===== src/hdl/reb_pkg.sv =====
// Shared types, constants and helpers for the rotary encoder and button event block.
// No dependencies; every other file refers to this package by scoped names.
`timescale 1ns / 1ps
`default_nettype none

package reb_pkg;

  // Event codes carried on the result channel.
  typedef enum logic [2:0] {
    EV_NONE   = 3'd0,
    EV_CW     = 3'd1,
    EV_CCW    = 3'd2,
    EV_CLICK  = 3'd3,
    EV_DOUBLE = 3'd4,
    EV_LONG   = 3'd5
  } event_code_t;

  // Configuration register indexes.
  localparam int CFG_INDEX_W = 1;
  localparam int CFG_DATA_W  = 16;
  localparam logic [CFG_INDEX_W-1:0] REG_LONG_PRESS   = 1'b0;
  localparam logic [CFG_INDEX_W-1:0] REG_DOUBLE_PRESS = 1'b1;

  localparam logic [CFG_DATA_W-1:0] LONG_PRESS_RESET   = 16'd600;
  localparam logic [CFG_DATA_W-1:0] DOUBLE_PRESS_RESET = 16'd300;

  localparam int NOW_W = 32;

  // Parameter defaults.
  localparam int TIME_BITS_DEFAULT        = 32;
  localparam int STEPS_PER_DETENT_DEFAULT = 2;

  // Transition codes: previous A, previous B, current A, current B.
  localparam logic [3:0] TR_FWD_0 = 4'b1101;
  localparam logic [3:0] TR_FWD_1 = 4'b0100;
  localparam logic [3:0] TR_FWD_2 = 4'b0010;
  localparam logic [3:0] TR_FWD_3 = 4'b1011;
  localparam logic [3:0] TR_REV_0 = 4'b1110;
  localparam logic [3:0] TR_REV_1 = 4'b0111;
  localparam logic [3:0] TR_REV_2 = 4'b0001;
  localparam logic [3:0] TR_REV_3 = 4'b1000;

  // Pin and switch levels of one sample, passed from the input register to the core.
  typedef struct packed {
    logic pin_a;
    logic pin_b;
    logic switch_level;
  } sample_ctl_t;

  function automatic logic is_forward(input logic [3:0] trans);
    return (trans == TR_FWD_0) || (trans == TR_FWD_1) ||
           (trans == TR_FWD_2) || (trans == TR_FWD_3);
  endfunction

  function automatic logic is_reverse(input logic [3:0] trans);
    return (trans == TR_REV_0) || (trans == TR_REV_1) ||
           (trans == TR_REV_2) || (trans == TR_REV_3);
  endfunction

endpackage

`default_nettype wire


===== src/hdl/reb_event_core.sv =====
// Event decision logic and the encoder/button state it keeps.
// Depends on reb_pkg for event codes, transition codes and the sample struct.
`timescale 1ns / 1ps
`default_nettype none

module reb_event_core #(
  parameter int TIME_BITS        = reb_pkg::TIME_BITS_DEFAULT,
  parameter int STEPS_PER_DETENT = reb_pkg::STEPS_PER_DETENT_DEFAULT
) (
  input  wire logic                              clk,
  input  wire logic                              rst,
  input  wire logic                              advance,
  input  wire reb_pkg::sample_ctl_t              sample,
  input  wire logic [TIME_BITS-1:0]              now,
  input  wire logic [reb_pkg::CFG_DATA_W-1:0]    long_press_ms,
  input  wire logic [reb_pkg::CFG_DATA_W-1:0]    double_press_ms,
  output reb_pkg::event_code_t                   event_next
);

  // The count needs room for +/-STEPS_PER_DETENT before it is cleared.
  localparam int CNT_W = $clog2(STEPS_PER_DETENT + 1) + 1;
  localparam logic signed [CNT_W-1:0] STEP_MAX = CNT_W'(STEPS_PER_DETENT);
  localparam logic signed [CNT_W-1:0] STEP_MIN = -STEP_MAX;

  logic [1:0]                  last_pins, last_pins_next;
  logic signed [CNT_W-1:0]     step_count, step_count_next;
  logic                        held, held_next;
  logic [TIME_BITS-1:0]        press_start, press_start_next;
  logic                        click_pending, click_pending_next;
  logic [TIME_BITS-1:0]        click_stamp, click_stamp_next;

  logic [1:0]              pins;
  logic [3:0]              trans;
  logic signed [CNT_W-1:0] cnt_step;
  logic                    pressed;
  logic [TIME_BITS-1:0]    hold_time;
  logic [TIME_BITS-1:0]    click_age;
  logic [TIME_BITS-1:0]    long_ext;
  logic [TIME_BITS-1:0]    double_ext;

  always_comb begin
    pins       = {sample.pin_a, sample.pin_b};
    trans      = {last_pins, pins};
    pressed    = ~sample.switch_level;
    hold_time  = now - press_start;
    click_age  = now - click_stamp;
    long_ext   = TIME_BITS'(long_press_ms);
    double_ext = TIME_BITS'(double_press_ms);

    cnt_step = step_count;
    if (reb_pkg::is_forward(trans)) begin
      cnt_step = step_count + CNT_W'(1);
    end else if (reb_pkg::is_reverse(trans)) begin
      cnt_step = step_count - CNT_W'(1);
    end

    last_pins_next     = pins;
    step_count_next    = cnt_step;
    held_next          = held;
    press_start_next   = press_start;
    click_pending_next = click_pending;
    click_stamp_next   = click_stamp;
    event_next         = reb_pkg::EV_NONE;

    // A completed detent wins over the button and leaves its state alone.
    if (cnt_step >= STEP_MAX) begin
      step_count_next = '0;
      event_next      = reb_pkg::EV_CW;
    end else if (cnt_step <= STEP_MIN) begin
      step_count_next = '0;
      event_next      = reb_pkg::EV_CCW;
    end else if (pressed && !held) begin
      held_next        = 1'b1;
      press_start_next = now;
      if (click_pending && (click_age > double_ext)) begin
        click_pending_next = 1'b0;
        event_next         = reb_pkg::EV_CLICK;
      end
    end else if (!pressed && held) begin
      held_next = 1'b0;
      priority if (hold_time > long_ext) begin
        event_next = reb_pkg::EV_LONG;
      end else if (click_pending && (click_age < double_ext)) begin
        click_pending_next = 1'b0;
        event_next         = reb_pkg::EV_DOUBLE;
      end else begin
        // This release starts a new window; it cannot expire in the same sample.
        click_pending_next = 1'b1;
        click_stamp_next   = now;
      end
    end else if (click_pending && (click_age > double_ext)) begin
      click_pending_next = 1'b0;
      event_next         = reb_pkg::EV_CLICK;
    end
  end

  always_ff @(posedge clk) begin
    if (rst) begin
      last_pins     <= '0;
      step_count    <= '0;
      held          <= 1'b0;
      press_start   <= '0;
      click_pending <= 1'b0;
      click_stamp   <= '0;
    end else if (advance) begin
      last_pins     <= last_pins_next;
      step_count    <= step_count_next;
      held          <= held_next;
      press_start   <= press_start_next;
      click_pending <= click_pending_next;
      click_stamp   <= click_stamp_next;
    end
  end

endmodule

`default_nettype wire


===== src/hdl/rotary_encoder_button_events_top.sv =====
// Top level of the rotary encoder and button event block: handshakes,
// configuration registers, input and result registers. Uses reb_pkg and reb_event_core.
//
// Usage: every request on the input channel (in_valid/in_ready) is one sample
// of pin_a, pin_b, switch_level and the millisecond timestamp now_ms. Each
// request yields exactly one result on the output channel (out_valid/out_ready)
// carrying event_code: none, clockwise, counter-clockwise, click, double click
// or long press.
// Each accepted request is held in the input register, then the decision logic
// loads the result register from it.
// Throughput is one request per cycle while the receiver takes results; the
// state update of one sample feeds the next sample directly, so consecutive
// samples need no gap.
// When the receiver stalls, the result register holds its value and the input
// register holds the next sample; in_ready drops only once both are full.
// Reset (rst, synchronous) empties both registers, clears the encoder and button
// state, and restores long_press_ms to 600 and double_press_ms to 300.
// Configuration writes (cfg_wr_en, cfg_index, cfg_data) take effect at once and
// are meant for an idle block.
`timescale 1ns / 1ps
`default_nettype none

module rotary_encoder_button_events_top #(
  parameter int TIME_BITS        = reb_pkg::TIME_BITS_DEFAULT,
  parameter int STEPS_PER_DETENT = reb_pkg::STEPS_PER_DETENT_DEFAULT
) (
  input  wire logic                              clk,
  input  wire logic                              rst,
  input  wire logic                              in_valid,
  output logic                                   in_ready,
  input  wire logic                              pin_a,
  input  wire logic                              pin_b,
  input  wire logic                              switch_level,
  input  wire logic [reb_pkg::NOW_W-1:0]         now_ms,
  output logic                                   out_valid,
  input  wire logic                              out_ready,
  output logic [2:0]                             event_code,
  input  wire logic                              cfg_wr_en,
  input  wire logic [reb_pkg::CFG_INDEX_W-1:0]   cfg_index,
  input  wire logic [reb_pkg::CFG_DATA_W-1:0]    cfg_data
);

  localparam int KEEP_W = (TIME_BITS < reb_pkg::NOW_W) ? TIME_BITS : reb_pkg::NOW_W;

  logic [reb_pkg::CFG_DATA_W-1:0] long_press_ms;
  logic [reb_pkg::CFG_DATA_W-1:0] double_press_ms;

  logic                 s1_valid;
  reb_pkg::sample_ctl_t s1_sample;
  logic [TIME_BITS-1:0] s1_now;

  logic                 advance;
  reb_pkg::event_code_t event_next;

  assign advance  = s1_valid && (!out_valid || out_ready);
  assign in_ready = !s1_valid || advance;

  always_ff @(posedge clk) begin
    if (rst) begin
      long_press_ms   <= reb_pkg::LONG_PRESS_RESET;
      double_press_ms <= reb_pkg::DOUBLE_PRESS_RESET;
    end else if (cfg_wr_en) begin
      unique case (cfg_index)
        reb_pkg::REG_LONG_PRESS:   long_press_ms   <= cfg_data;
        reb_pkg::REG_DOUBLE_PRESS: double_press_ms <= cfg_data;
        default: ;
      endcase
    end
  end

  // Input register.
  always_ff @(posedge clk) begin
    if (rst) begin
      s1_valid <= 1'b0;
    end else if (in_ready) begin
      s1_valid <= in_valid;
    end
  end

  always_ff @(posedge clk) begin
    if (in_valid && in_ready) begin
      s1_sample.pin_a        <= pin_a;
      s1_sample.pin_b        <= pin_b;
      s1_sample.switch_level <= switch_level;
      s1_now                 <= TIME_BITS'(now_ms[KEEP_W-1:0]);
    end
  end

  reb_event_core #(
    .TIME_BITS        (TIME_BITS),
    .STEPS_PER_DETENT (STEPS_PER_DETENT)
  ) u_core (
    .clk             (clk),
    .rst             (rst),
    .advance         (advance),
    .sample          (s1_sample),
    .now             (s1_now),
    .long_press_ms   (long_press_ms),
    .double_press_ms (double_press_ms),
    .event_next      (event_next)
  );

  // Result register.
  always_ff @(posedge clk) begin
    if (rst) begin
      out_valid <= 1'b0;
    end else if (!out_valid || out_ready) begin
      out_valid <= s1_valid;
    end
  end

  always_ff @(posedge clk) begin
    if (advance) begin
      event_code <= event_next;
    end
  end

endmodule

`default_nettype wire


===== config.mk =====
export PLATFORM = sky130hd
export DESIGN_NAME = rotary_encoder_button_events_top
export DESIGN_NICKNAME = d
export VERILOG_FILES = /design/src/hdl/reb_pkg.sv /design/src/hdl/reb_event_core.sv /design/src/hdl/rotary_encoder_button_events_top.sv
export SDC_FILE = /design/constraint.sdc
export NUM_CORES = 1
export LEC_CHECK = 0
export ABC_CLOCK_PERIOD_IN_PS = 5350
export BUFFER_PORTS_ARGS = -buffer_cell sky130_fd_sc_hd__buf_2
export CAP_MARGIN = 20
export CELL_PAD_IN_SITES_DETAIL_PLACEMENT = 1
export CELL_PAD_IN_SITES_GLOBAL_PLACEMENT = 1
export CORE_ASPECT_RATIO = 1.1
export CORE_MARGIN = 5
export CORE_UTILIZATION = 40
export DETAILED_ROUTE_END_ITERATION = 10
export GPL_ROUTABILITY_DRIVEN = 0
export GPL_TIMING_DRIVEN = 0
export MAX_ROUTING_LAYER = met4
export PLACE_DENSITY = 0.73
export SKIP_CTS_REPAIR_TIMING = 1
export SYNTH_ARGS = -nofsm -noshare
export SYNTH_HDL_FRONTEND = slang
export SYNTH_HIERARCHICAL = 1
export SYNTH_SLANG_ARGS = --single-unit

===== constraint.sdc =====
create_clock -name clk -period 5.35 [get_ports clk]
set_input_delay 1.07 -clock clk [delete_from_list [all_inputs] [get_ports clk]]
set_output_delay 1.07 -clock clk [all_outputs]
set_load 0.01 [all_outputs]

==> results of run 1 <==
==> through the flow <==
stage          area [µm²]  total power [µW]  hold WS, ns  setup WS (ns)
2_1_floorplan       10300              1700        0.434          0.798
3_3_place_gp        11000              1890        0.444         0.0912
3_5_place_dp        11000              1910        0.459         0.0540
4_1_cts             11600              3100        0.465        -0.0420
5_1_grt             11700              3240        0.492        -0.0614
6_report            11700              3080        0.463         0.0927
==> metal layers <==
| metal | routed length, µm | global-route usage |
|---|---|---|
| met4 | 428 | 0.0496 |
| met2 | 15600 | 0.383 |
| met3 | 714 | 0.0287 |
| met5 | 0 | - |
| met1 | 14200 | 0.263 |
==> worst max-delay path, cell delays in order (launching register included) <==
cell and delay (ns):
sky130_fd_sc_hd__edfxtp_1 0.39, sky130_fd_sc_hd__inv_1 0.10, sky130_fd_sc_hd__ha_1 0.23, sky130_fd_sc_hd__fa_1 0.40
sky130_fd_sc_hd__nand2b_1 0.19, sky130_fd_sc_hd__a21o_1 0.22, sky130_fd_sc_hd__a2111o_1 0.43, sky130_fd_sc_hd__nor2b_1 0.15
sky130_fd_sc_hd__xnor2_1 0.16, sky130_fd_sc_hd__ha_1 0.30, sky130_fd_sc_hd__nand4_1 0.16, sky130_fd_sc_hd__or4_1 0.55
sky130_fd_sc_hd__o31a_1 0.20, sky130_fd_sc_hd__nor3_2 0.20, sky130_fd_sc_hd__and4b_1 0.21, sky130_fd_sc_hd__nand4_1 0.21
sky130_fd_sc_hd__a311oi_4 0.34, sky130_fd_sc_hd__buf_6 0.19, sky130_fd_sc_hd__buf_8 0.18, sky130_fd_sc_hd__mux2i_4 0.25
sky130_fd_sc_hd__nor2_1 0.06
==> power groups by stage <==
stage	Sequential [µW]	Combinational (µW)	Clock (µW)
after floorplan	1200	499	0
after global placement	1220	673	0
after detailed placement	1220	691	0
after CTS	1200	699	1200
after global routing	1200	784	1260
final	1200	705	1180
==> layout make-up <==
class                           instances  area share
Clock inverter                         15      0.0138
Timing Repair Buffer                   65      0.0290
Clock buffer                           17      0.0364
Buffer                                 52      0.0225
Multi-Input combinational cell        898       0.547
Inverter                              115      0.0369
Sequential cell                       143       0.277
Tap cell                              346      0.0370
==> cell families (layout without fill, tap and decap cells) <==
kind of cell | count (synthesis) | in the layout
multiplexers | 94 | 94
AO/OA/AOI/OAI | 275 | 275
adder cells (fa/ha/maj) | 100 | 100
XOR/XNOR | 54 | 54
AND/OR/NAND/NOR | 375 | 375
flip-flops | 143 | 143
buffers and inverters | 167 | 264
==> cell usage in the layout, fill, tap and decap left out, types with 18 or more instances in the layout <==
cell type | netlist | layout
sky130_fd_sc_hd__xnor2_1 | 32 | 32
sky130_fd_sc_hd__mux2i_1 | 92 | 90
sky130_fd_sc_hd__dfxtp_1 | 105 | 105
sky130_fd_sc_hd__nand4_1 | 30 | 30
sky130_fd_sc_hd__inv_1 | 115 | 115
sky130_fd_sc_hd__a21oi_1 | 105 | 104
sky130_fd_sc_hd__nand2b_1 | 41 | 41
sky130_fd_sc_hd__clkbuf_1 | 34 | 34
sky130_fd_sc_hd__xor2_1 | 20 | 20
sky130_fd_sc_hd__ha_1 | 98 | 98
sky130_fd_sc_hd__a21o_1 | 20 | 20
sky130_fd_sc_hd__o21ai_0 | 39 | 38
sky130_fd_sc_hd__buf_2 | 11 | 72
sky130_fd_sc_hd__edfxtp_1 | 38 | 38
sky130_fd_sc_hd__nor2_1 | 138 | 138
sky130_fd_sc_hd__nor3_1 | 19 | 18
sky130_fd_sc_hd__nand3_1 | 20 | 20
sky130_fd_sc_hd__nand2_1 | 69 | 69
==> registers in the layout, summed over array words and instances (netlist names), 3 cells and up <==
register,count
long_press_ms,16
u_core/click_stamp,32
event_code,3
u_core/step_count,3
u_core/press_start,32
s1_sample,3
double_press_ms,16
s1_now,32
==> worst min-delay path by stage <==
stage / start / end / slack (ns) / depth (start not counted)
2_1_floorplan: s1_valid / out_valid / 0.43 / 2
3_3_place_gp: s1_valid / out_valid / 0.44 / 2
3_5_place_dp: double_press_ms[2] / double_press_ms[2] / 0.46 / 1
4_1_cts: s1_valid / out_valid / 0.47 / 2
5_1_grt: s1_valid / out_valid / 0.49 / 2
6_report: s1_valid / out_valid / 0.46 / 2
==> out/qor.yml, run 1 <==
synthesis.instances: 1208
leading_area_contributor_after_synthesis: "sky130_fd_sc_hd__dfxtp_1"
powerDensity_nw_per_um2: 263
placed_cells: 1615
largest_fanout_on_the_critical_path: 10
critPathLaunchType: "flop"
hold_viol: 0
min-delay-path-class: "flop to flop"
intPower_uw: 2120
seq_area_frac_synth: 0.315
timing.critical_path.arrival_ns: 5.54
p_leak_uw: 0.00468
multiInputGateArea_um2: 6400
num_antenna_cells: 0
synthToLayoutAreaGrowth_pct: 13.6
cts.htree.levels: 4
dpl.hpwl_um: 24700
synth_top_area_frac: 0.204
final.min_clock_period_ns: 5.26
run_status: "finished, final reports clean"
layout_worst_path_cycle_share: 0.983
final.setup.tns_ns: 0
final_cells: 1651
critPathRequiredTime_ns: 5.64
main_combinational_cell_family_by_area_after_synthesis: "simple AND/OR/NAND/NOR gates"
port-buffer-count: 61
antenna_violations_before_repair: 0
cts_buffer_depth: 2
critical_path.endpoint: "u_core/click_stamp[16]"
postSynthAreaPerCell_um2: 8.52
std_cell_core_area_um2: 25300
die_width_um: 163
drt-wirelength-per-cell_um: 18.7
layout.core_utilization: 0.462
grt-ovfl-total: 0
proportion_of_layout_cells_with_a_drive_suffix_above_1: 0.110
async_flop_share: 0
drc: 0
drtIter0Drc: 419
die_area_um2: 29100
yosys.area_share.adder: 0.123
top_level_ports: 62
layout.nets: 1449
pin_count_of_the_biggest_net_entering_global_routing: 36
power.switching_fraction: 0.312
combinationalPowerShare: 0.229
report.final.setup_viol: 0
placementRows: 61
detail_route.vias_per_cell: 5.42
synth_xor_area_frac: 0.0474
routed_wirelength_um: 30900
power.share.clock: 0.383
timing.final.max_slew_violations: 0
reg2reg_path_depth: 20
clock-root-buffer: "sky130_fd_sc_hd__clkbuf_16"
synth.area.mux_share: 0.0916
synthesis.yosys.warnings: 6
floorplan.die.height_um: 178
max_clock_freq_mhz: 190
synth_area_um2: 10300
cts_tree: "done"
global_route_usage_sum: 0.216
route.vias.total: 8956
worst-r2r-setup-slack_ns: 0.09
detailedRoute.firstPassIterationCount: 5
numCtsBuffers: 17
synth.top_cells.by_area: "sky130_fd_sc_hd__dfxtp_1 (20%), sky130_fd_sc_hd__ha_1 (12%), sky130_fd_sc_hd__edfxtp_1 (11%), sky130_fd_sc_hd__mux2i_1 (8.9%), sky130_fd_sc_hd__a21oi_1 (5.1%)"
relSlewSlack: 0.405
critPathKind: "flop to flop"
worstSetupEndpointType: "flop"
starting_density_of_the_core: 0.406
drt.antenna.violating_nets: 0
syn-num-nets: 1365
clk_pin_slew_worst_paths_ns: 0.06
number_of_global_route_vias_before_repair: 9250
worst-slew-pin-transition_ns: 0.893
timing.max_cap.violations: 0
fillers: 3083
skew_ns: 0.0112
critical_path.reg2reg.endpoint: "u_core/click_stamp[16]"
yosys.cell_types.count: 83
max-vdd-ir-drop_v: 0.000219
critical_path_launch_point: "s1_now[0]"
r2r-start: "s1_now[0]"
compound_cell_area_share_of_the_yosys_netlist: 0.175
p_seq_frac: 0.389
fraction_of_the_mapped_netlist_area_in_simple_logic_gates: 0.181
clkLatencyLatePin_ns: 0.43
cts.sink_count: 143
ys_dominant_reg_cell: "sky130_fd_sc_hd__dfxtp_1"
synthTopCellsByCount: "sky130_fd_sc_hd__nor2_1 (138), sky130_fd_sc_hd__inv_1 (115), sky130_fd_sc_hd__a21oi_1 (105), sky130_fd_sc_hd__dfxtp_1 (105), sky130_fd_sc_hd__ha_1 (98)"
postSynthRegisterBits: 143
synth.most_common_cell: "sky130_fd_sc_hd__nor2_1"
synth-edff-count: 38
global_route_wire_length_before_repair_um: 48500
switching_power_uw: 962
area.sequential_um2: 3240
No activity file was read; power rests on OpenSTA's default activity.
==> inputs of run 2 (changes only) <==
- ABC_CLOCK_PERIOD_IN_PS: 5350 -> 6700
- SETUP_SLACK_MARGIN: not set -> 0.2
- clock period: 5.35 -> 6.7 ns (I/O delays scaled with it)
==> run 2 against run 1 <==
Effect of this change:
- count of clock-buffer cells in the layout did not move
- total power shrank 20%
- critical path depth fell by 1
- die area unchanged
- sequential share of layout area increased by 0.19 points
- hold slack hardly changed
- utilization is 0.31 points lower
- design area decreased by 0.66%
- critical endpoint unchanged
- highest routed layer unchanged
==> out/qor.yml, run 2 (synthesized netlist as in run 1, its figures left out) <==
worstSetupEndpointType: "flop"
routed_wirelength_um: 30600
use_met2: 0.383
num_antenna_cells: 0
critPathRequiredTime_ns: 6.98
die_area_um2: 29100
clock-root-buffer: "sky130_fd_sc_hd__clkbuf_16"
numCtsBuffers: 17
pin_count_of_the_biggest_net_entering_global_routing: 36
reg2reg_path_depth: 19
gr-max-usage-layer: "met2"
report.final.setup_viol: 0
max_clock_freq_mhz: 184
global_route_usage_sum: 0.216
top_level_ports: 62
grt.met1_usage: 0.263
grt-ovfl-total: 0
cts_tree: "done"
drtIter0Drc: 502
drt.antenna.violating_nets: 0
min_from: "s1_valid"
powerDensity_nw_per_um2: 211
starting_density_of_the_core: 0.406
layout.nets: 1445
dpl.hpwl_um: 24700
run_status: "finished, final reports clean"
antenna_violations_before_repair: 0
clkLatencyLatePin_ns: 0.42
proportion_of_layout_cells_with_a_drive_suffix_above_1: 0.104
critical_path.reg2reg.endpoint: "u_core/click_stamp[16]"
timing.critical_path.slowest_stage_cell: "sky130_fd_sc_hd__or4_1"
floorplan.die.height_um: 178
slowest_cell_delay_on_critical_path_ns: 0.55
timing.critical_path.arrival_ns: 5.72
p_leak_uw: 0.00465
final_common_cell: "sky130_fd_sc_hd__nor2_1"
detail_route.vias_per_cell: 5.43
layout_worst_path_cycle_share: 0.812
min-delay-path-class: "flop to flop"
path_buf_inv: 2
die_width_um: 163
hold_viol: 0
port-buffer-count: 61
synthToLayoutAreaGrowth_pct: 12.9
path_cells: "inv_1 > ha_1 > fa_1 > nand2b_1 > a21o_1 > a2111o_1 > nor2b_1 > xnor2_1 > ha_1 > nand4_1 > or4_1 > o31a_1 > nor3_1 > and4b_1 > nand4_1 > a311oi_4 > buf_6 > mux2i_1 > nor2_1"
final.min_clock_period_ns: 5.44
timing.final.max_slew_violations: 0
cts_buffer_depth: 2
global_route_wire_length_before_repair_um: 48500
worst_hold_end: "out_valid"
setup_repair_after_global_routing_missed_its_margin: "no"
grtUsageMet3: 0.0287
worst-slew-pin-transition_ns: 0.873
holdPathStages: 2
postLayoutSetupSlackWorst_ns: 1.26
clk_pin_slew_worst_paths_ns: 0.06
largest_fanout_on_the_critical_path: 10
commonest_non_fill_non_tap_cells_in_the_layout: "sky130_fd_sc_hd__nor2_1 (138), sky130_fd_sc_hd__inv_1 (115), sky130_fd_sc_hd__a21oi_1 (105), sky130_fd_sc_hd__dfxtp_1 (105), sky130_fd_sc_hd__ha_1 (98)"
skew_ns: 0.0114
route.vias.total: 8948
placementRows: 61
relSlewSlack: 0.418
critPathLaunchType: "flop"
drc: 0
cts.sink_count: 143
cts.htree.levels: 4
drt-wirelength-per-cell_um: 18.6
biggestRegsByFlops: "s1_now x32, u_core/click_stamp x32, u_core/press_start x32"
max-vdd-ir-drop_v: 0.000178
critPathTopFamily: "simple AND/OR/NAND/NOR gates"
r2r-start: "s1_now[0]"
worst-r2r-setup-slack_ns: 1.26
critPathKind: "flop to flop"
timing.max_cap.violations: 0
detailedRoute.firstPassIterationCount: 5
std_cell_core_area_um2: 25300
final.setup.tns_ns: 0
number_of_global_route_vias_before_repair: 9250
place_ws_ns: 1.40
[run 2: final cells by class]
| cell class | instances | area [µm²] |
|---|---|---|
| inverter | 115 | 432 |
| clock inverter | 15 | 161 |
| timing repair buffer | 61 | 305 |
| tap | 346 | 433 |
| multi-input combinational | 898 | 6370 |
| buffer | 52 | 250 |
| clock buffer | 17 | 425 |
| sequential | 143 | 3240 |
| fill | 3089 | 13700 |
[run 2: tightest hold or removal path: cells and delay by family (launching register included)]
| family | cells | cell delay [ns] |
|---|---|---|
| buffers and inverters | 1 | 0.05 |
| flip-flops | 1 | 0.32 |
| AO/OA/AOI/OAI | 1 | 0.05 |
[run 2: power breakdown]
part	internal [µW]	total [µW]	switching, µW	leakage (µW)
clock network	553	938	385	0.000274
registers	923	956	32.6	0.00122
logic	216	559	343	0.00315
[run 2: metal layers]
layer,share of wire,vias to the layer above
li1,-,4444
met1,0.46,4318
met2,0.50,158
met3,0.030,28
met4,0.013,0
met5,0,-
[run 2: stage by stage]
stage / hold WS [ns] / cells / util / area, µm² / power [µW]
3_5_place_dp: 0.459 / 1615 / 0.436 / 11000 / 1530
3_3_place_gp: 0.444 / 1615 / 0.435 / 11000 / 1510
6_report: 0.462 / 1647 / 0.459 / 11600 / 2450
4_1_cts: 0.465 / 1647 / 0.459 / 11600 / 2470
5_1_grt: 0.492 / 1647 / 0.459 / 11600 / 2580
2_1_floorplan: 0.434 / 1208 / - / 10300 / 1360
[run 2: worst max path at each step]
stage | endpoint | slack (ns) | startpoint | cells after the start
final | u_core/click_stamp[16] | 1.26 | s1_now[0] | 19
after global routing | u_core/click_stamp[0] | 1.03 | s1_now[0] | 21
after CTS | u_core/click_stamp[0] | 1.31 | s1_now[0] | 19
after detailed placement | u_core/click_stamp[0] | 1.40 | s1_now[0] | 19
after global placement | u_core/click_stamp[28] | 1.44 | s1_now[0] | 19
after floorplan | u_core/click_stamp[14] | 2.15 | s1_now[0] | 19
==> inputs of run 3 (changes only) <==
- ABC_AREA: not set -> 1
- ABC_CLOCK_PERIOD_IN_PS: 6700 -> 5400
- PLACE_DENSITY: 0.73 -> 0.78
- clock period: 6.7 -> 5.4 ns (I/O delays scaled with it)
==> run 3 against run 2 <==
Effect of this change:
- global-route usage up 1.5 points
- critical path depth up 5
- register-to-register slack worse by 0.18 ns
- first-iteration DRC count down 1.0%
- sequential cell count unchanged
- via count up 24%
- non-clock buffer count down 25
- clock power up 30%
- final cell count up 39%
- utilization down 0.55 points
- synthesized cell count up 51%
- largest cell class unchanged
- highest routed layer unchanged
==> out/qor.yml, run 3 <==
report.final.setup_viol: 0
critPathKind: "flop to flop"
timing.final.max_slew_violations: 0
clock-root-buffer: "sky130_fd_sc_hd__clkbuf_16"
async_flop_share: 0
synth_top_area_frac: 0.208
cts.sink_count: 143
area.sequential_um2: 3240
global_route_wire_length_before_repair_um: 56300
postLayoutSetupSlackWorst_ns: 1.08
port-buffer-count: 60
fillers: 3894
synth.top_cells.by_area: "sky130_fd_sc_hd__nand2_1 (21%), sky130_fd_sc_hd__dfxtp_1 (19%), sky130_fd_sc_hd__inv_1 (12%), sky130_fd_sc_hd__ha_1 (11%), sky130_fd_sc_hd__edfxtp_1 (10%)"
postSynthRegisterBits: 143
run_status: "finished, final reports clean"
worstSetupEndpointType: "flop"
p_leak_uw: 0.00700
numCtsBuffers: 17
grt-ovfl-total: 0
final.min_clock_period_ns: 4.32
skew_ns: 0.0118
die_area_um2: 31400
synthesis.yosys.warnings: 6
cts.htree.levels: 4
floorplan.die.height_um: 185
starting_density_of_the_core: 0.404
largest_fanout_on_the_critical_path: 10
setup_repair_after_global_routing_missed_its_margin: "no"
synthTopCellsByCount: "sky130_fd_sc_hd__nand2_1 (619), sky130_fd_sc_hd__inv_1 (372), sky130_fd_sc_hd__nor2_1 (230), sky130_fd_sc_hd__dfxtp_1 (105), sky130_fd_sc_hd__ha_1 (98)"
syn-num-nets: 1986
die_width_um: 169
antenna_violations_before_repair: 2
drtIter0Drc: 497
place_ws_ns: 1.02
cts_buffer_depth: 2
max_clock_freq_mhz: 232
clk_pin_slew_worst_paths_ns: 0.06
synth-edff-count: 38
final.setup.tns_ns: 0
layout_worst_path_cycle_share: 0.800
placementRows: 64
leading_area_contributor_after_synthesis: "sky130_fd_sc_hd__nand2_1"
routed_wirelength_um: 35000
fin_total_pwr_uw: 3270
max-vdd-ir-drop_v: 0.000225
timing.critical_path.arrival_ns: 4.69
multiInputGateArea_um2: 6350
dpl.hpwl_um: 29300
seq_area_frac_synth: 0.290
drt-wirelength-per-cell_um: 15.3
clkLatencyLatePin_ns: 0.44
std_cell_core_area_um2: 27700
layout.nets: 2065
hold_viol: 0
biggestRegsByFlops: "s1_now x32, u_core/click_stamp x32, u_core/press_start x32"
detailed_place.area_um2: 11900
drc: 0
ys_dominant_reg_cell: "sky130_fd_sc_hd__dfxtp_1"
pin_count_of_the_biggest_net_entering_global_routing: 36
worst-slew-pin-transition_ns: 0.818
global_route_usage_sum: 0.232
commonest_non_fill_non_tap_cells_in_the_layout: "sky130_fd_sc_hd__nand2_1 (619), sky130_fd_sc_hd__inv_1 (371), sky130_fd_sc_hd__nor2_1 (230)"
synth_area_um2: 11200
proportion_of_layout_cells_with_a_drive_suffix_above_1: 0.0708
synth.most_common_cell: "sky130_fd_sc_hd__nand2_1"
cts_tree: "done"
critPathRequiredTime_ns: 5.77
critPathLaunchType: "flop"
relSlewSlack: 0.455
top_level_ports: 62
route.vias.total: 11100
min-delay-path-class: "flop to flop"
synthesis.instances: 1829
postSynthAreaPerCell_um2: 6.12
layout.core_utilization: 0.453
detail_route.vias_per_cell: 4.86
final_common_cell: "sky130_fd_sc_hd__nand2_1"
number_of_global_route_vias_before_repair: 11500
finalInstanceArea_um2: 12600
yosys.cell_types.count: 37
synthToLayoutAreaGrowth_pct: 12.2
detailedRoute.firstPassIterationCount: 4
powerDensity_nw_per_um2: 261
timing.max_cap.violations: 0
drt.antenna.violating_nets: 0
==> run 3: cell types whose count changed after synthesis, sizes merged, moves of 11 or more <==
cell / delta
nand2: +554
inv: +267
nor2: +96
mux2i: -92
nand3: +74
nand2b: -41
xnor2: -29
clkbuf: -24
a21o: -18
a21oi: -18
nand4: -14
o211ai: -11
==> run 3: critical path, cell delays in order, from the launching register on <==
cell and delay [ns]:
sky130_fd_sc_hd__edfxtp_1 0.39, sky130_fd_sc_hd__inv_1 0.12, sky130_fd_sc_hd__ha_1 0.24, sky130_fd_sc_hd__fa_1 0.44, sky130_fd_sc_hd__inv_1 0.13, sky130_fd_sc_hd__nand2_1 0.07
sky130_fd_sc_hd__nand3_1 0.17, sky130_fd_sc_hd__nand2_1 0.08, sky130_fd_sc_hd__nand2_1 0.11, sky130_fd_sc_hd__xor2_1 0.28, sky130_fd_sc_hd__ha_1 0.29, sky130_fd_sc_hd__nand2_1 0.09
sky130_fd_sc_hd__o21ai_0 0.09, sky130_fd_sc_hd__a21oi_1 0.11, sky130_fd_sc_hd__a21oi_1 0.12, sky130_fd_sc_hd__nor2_1 0.12, sky130_fd_sc_hd__nand3_1 0.10, sky130_fd_sc_hd__nor3_1 0.20
sky130_fd_sc_hd__nand2_1 0.25, sky130_fd_sc_hd__inv_2 0.16, sky130_fd_sc_hd__nand4_4 0.20, sky130_fd_sc_hd__buf_4 0.27, sky130_fd_sc_hd__nand2_1 0.09, sky130_fd_sc_hd__nand2_1 0.05
sky130_fd_sc_hd__nor2_1 0.08
==> run 3: area by class of cell <==
type,count,area share
Antenna cell,2,0.000399
Buffer,28,0.0134
Clock buffer,18,0.0342
Clock inverter,14,0.0141
Inverter,382,0.114
Multi-Input combinational cell,1276,0.505
Sequential cell,143,0.258
Tap cell,363,0.0362
Timing Repair Buffer,60,0.0239
==> run 3: metrics by stage <==
stage               instances  hold WS, ns
floorplan                1829        0.429
global placement         2252        0.443
detailed placement       2252        0.450
CTS                      2284        0.460
global route             2286        0.477
finish                   2286        0.459
==> run 3: routing by layer <==
layer	wire length, µm	global-route usage
met5	0	-
met1	15800	0.274
met4	1150	0.0886
met3	730	0.0267
met2	17300	0.404
==> run 3: path summary, 6_finish.rpt <==
check / start / to / slack (ns) / cells after the start
worst min-delay path: u_core/press_start[27] / u_core/press_start[27] / 0.46 / 2
worst max-delay path: s1_now[0] / u_core/click_stamp[26] / 1.08 / 24
worst min register to register: u_core/press_start[27] / u_core/press_start[27] / 0.46 / 2
worst max register to register: s1_now[0] / u_core/click_stamp[26] / 1.08 / 24
==> run 3: logic make-up (layout without fill, tap and decap cells) <==
| group | Yosys count | count (layout) | synth area share |
|---|---|---|---|
| AOI/OAI and AO/OA | 150 | 150 | 0.0697 |
| xor gates and xnor gates | 35 | 35 | 0.0274 |
| adders and majority gates | 100 | 100 | 0.113 |
| buffers and inverters | 410 | 502 | 0.143 |
| DFF | 143 | 143 | 0.290 |
| muxes | 1 | 1 | 0.00101 |
| other | 0 | 2 | 0 |
| and+or+nand+nor | 990 | 990 | 0.356 |
==> run 3: power breakdown <==
part           switching, µW  internal [µW]  leakage (µW)
registers               39.9           1160       0.00123
logic                    563            296       0.00548
clock network            518            701      0.000296
total                   1120           2150       0.00700
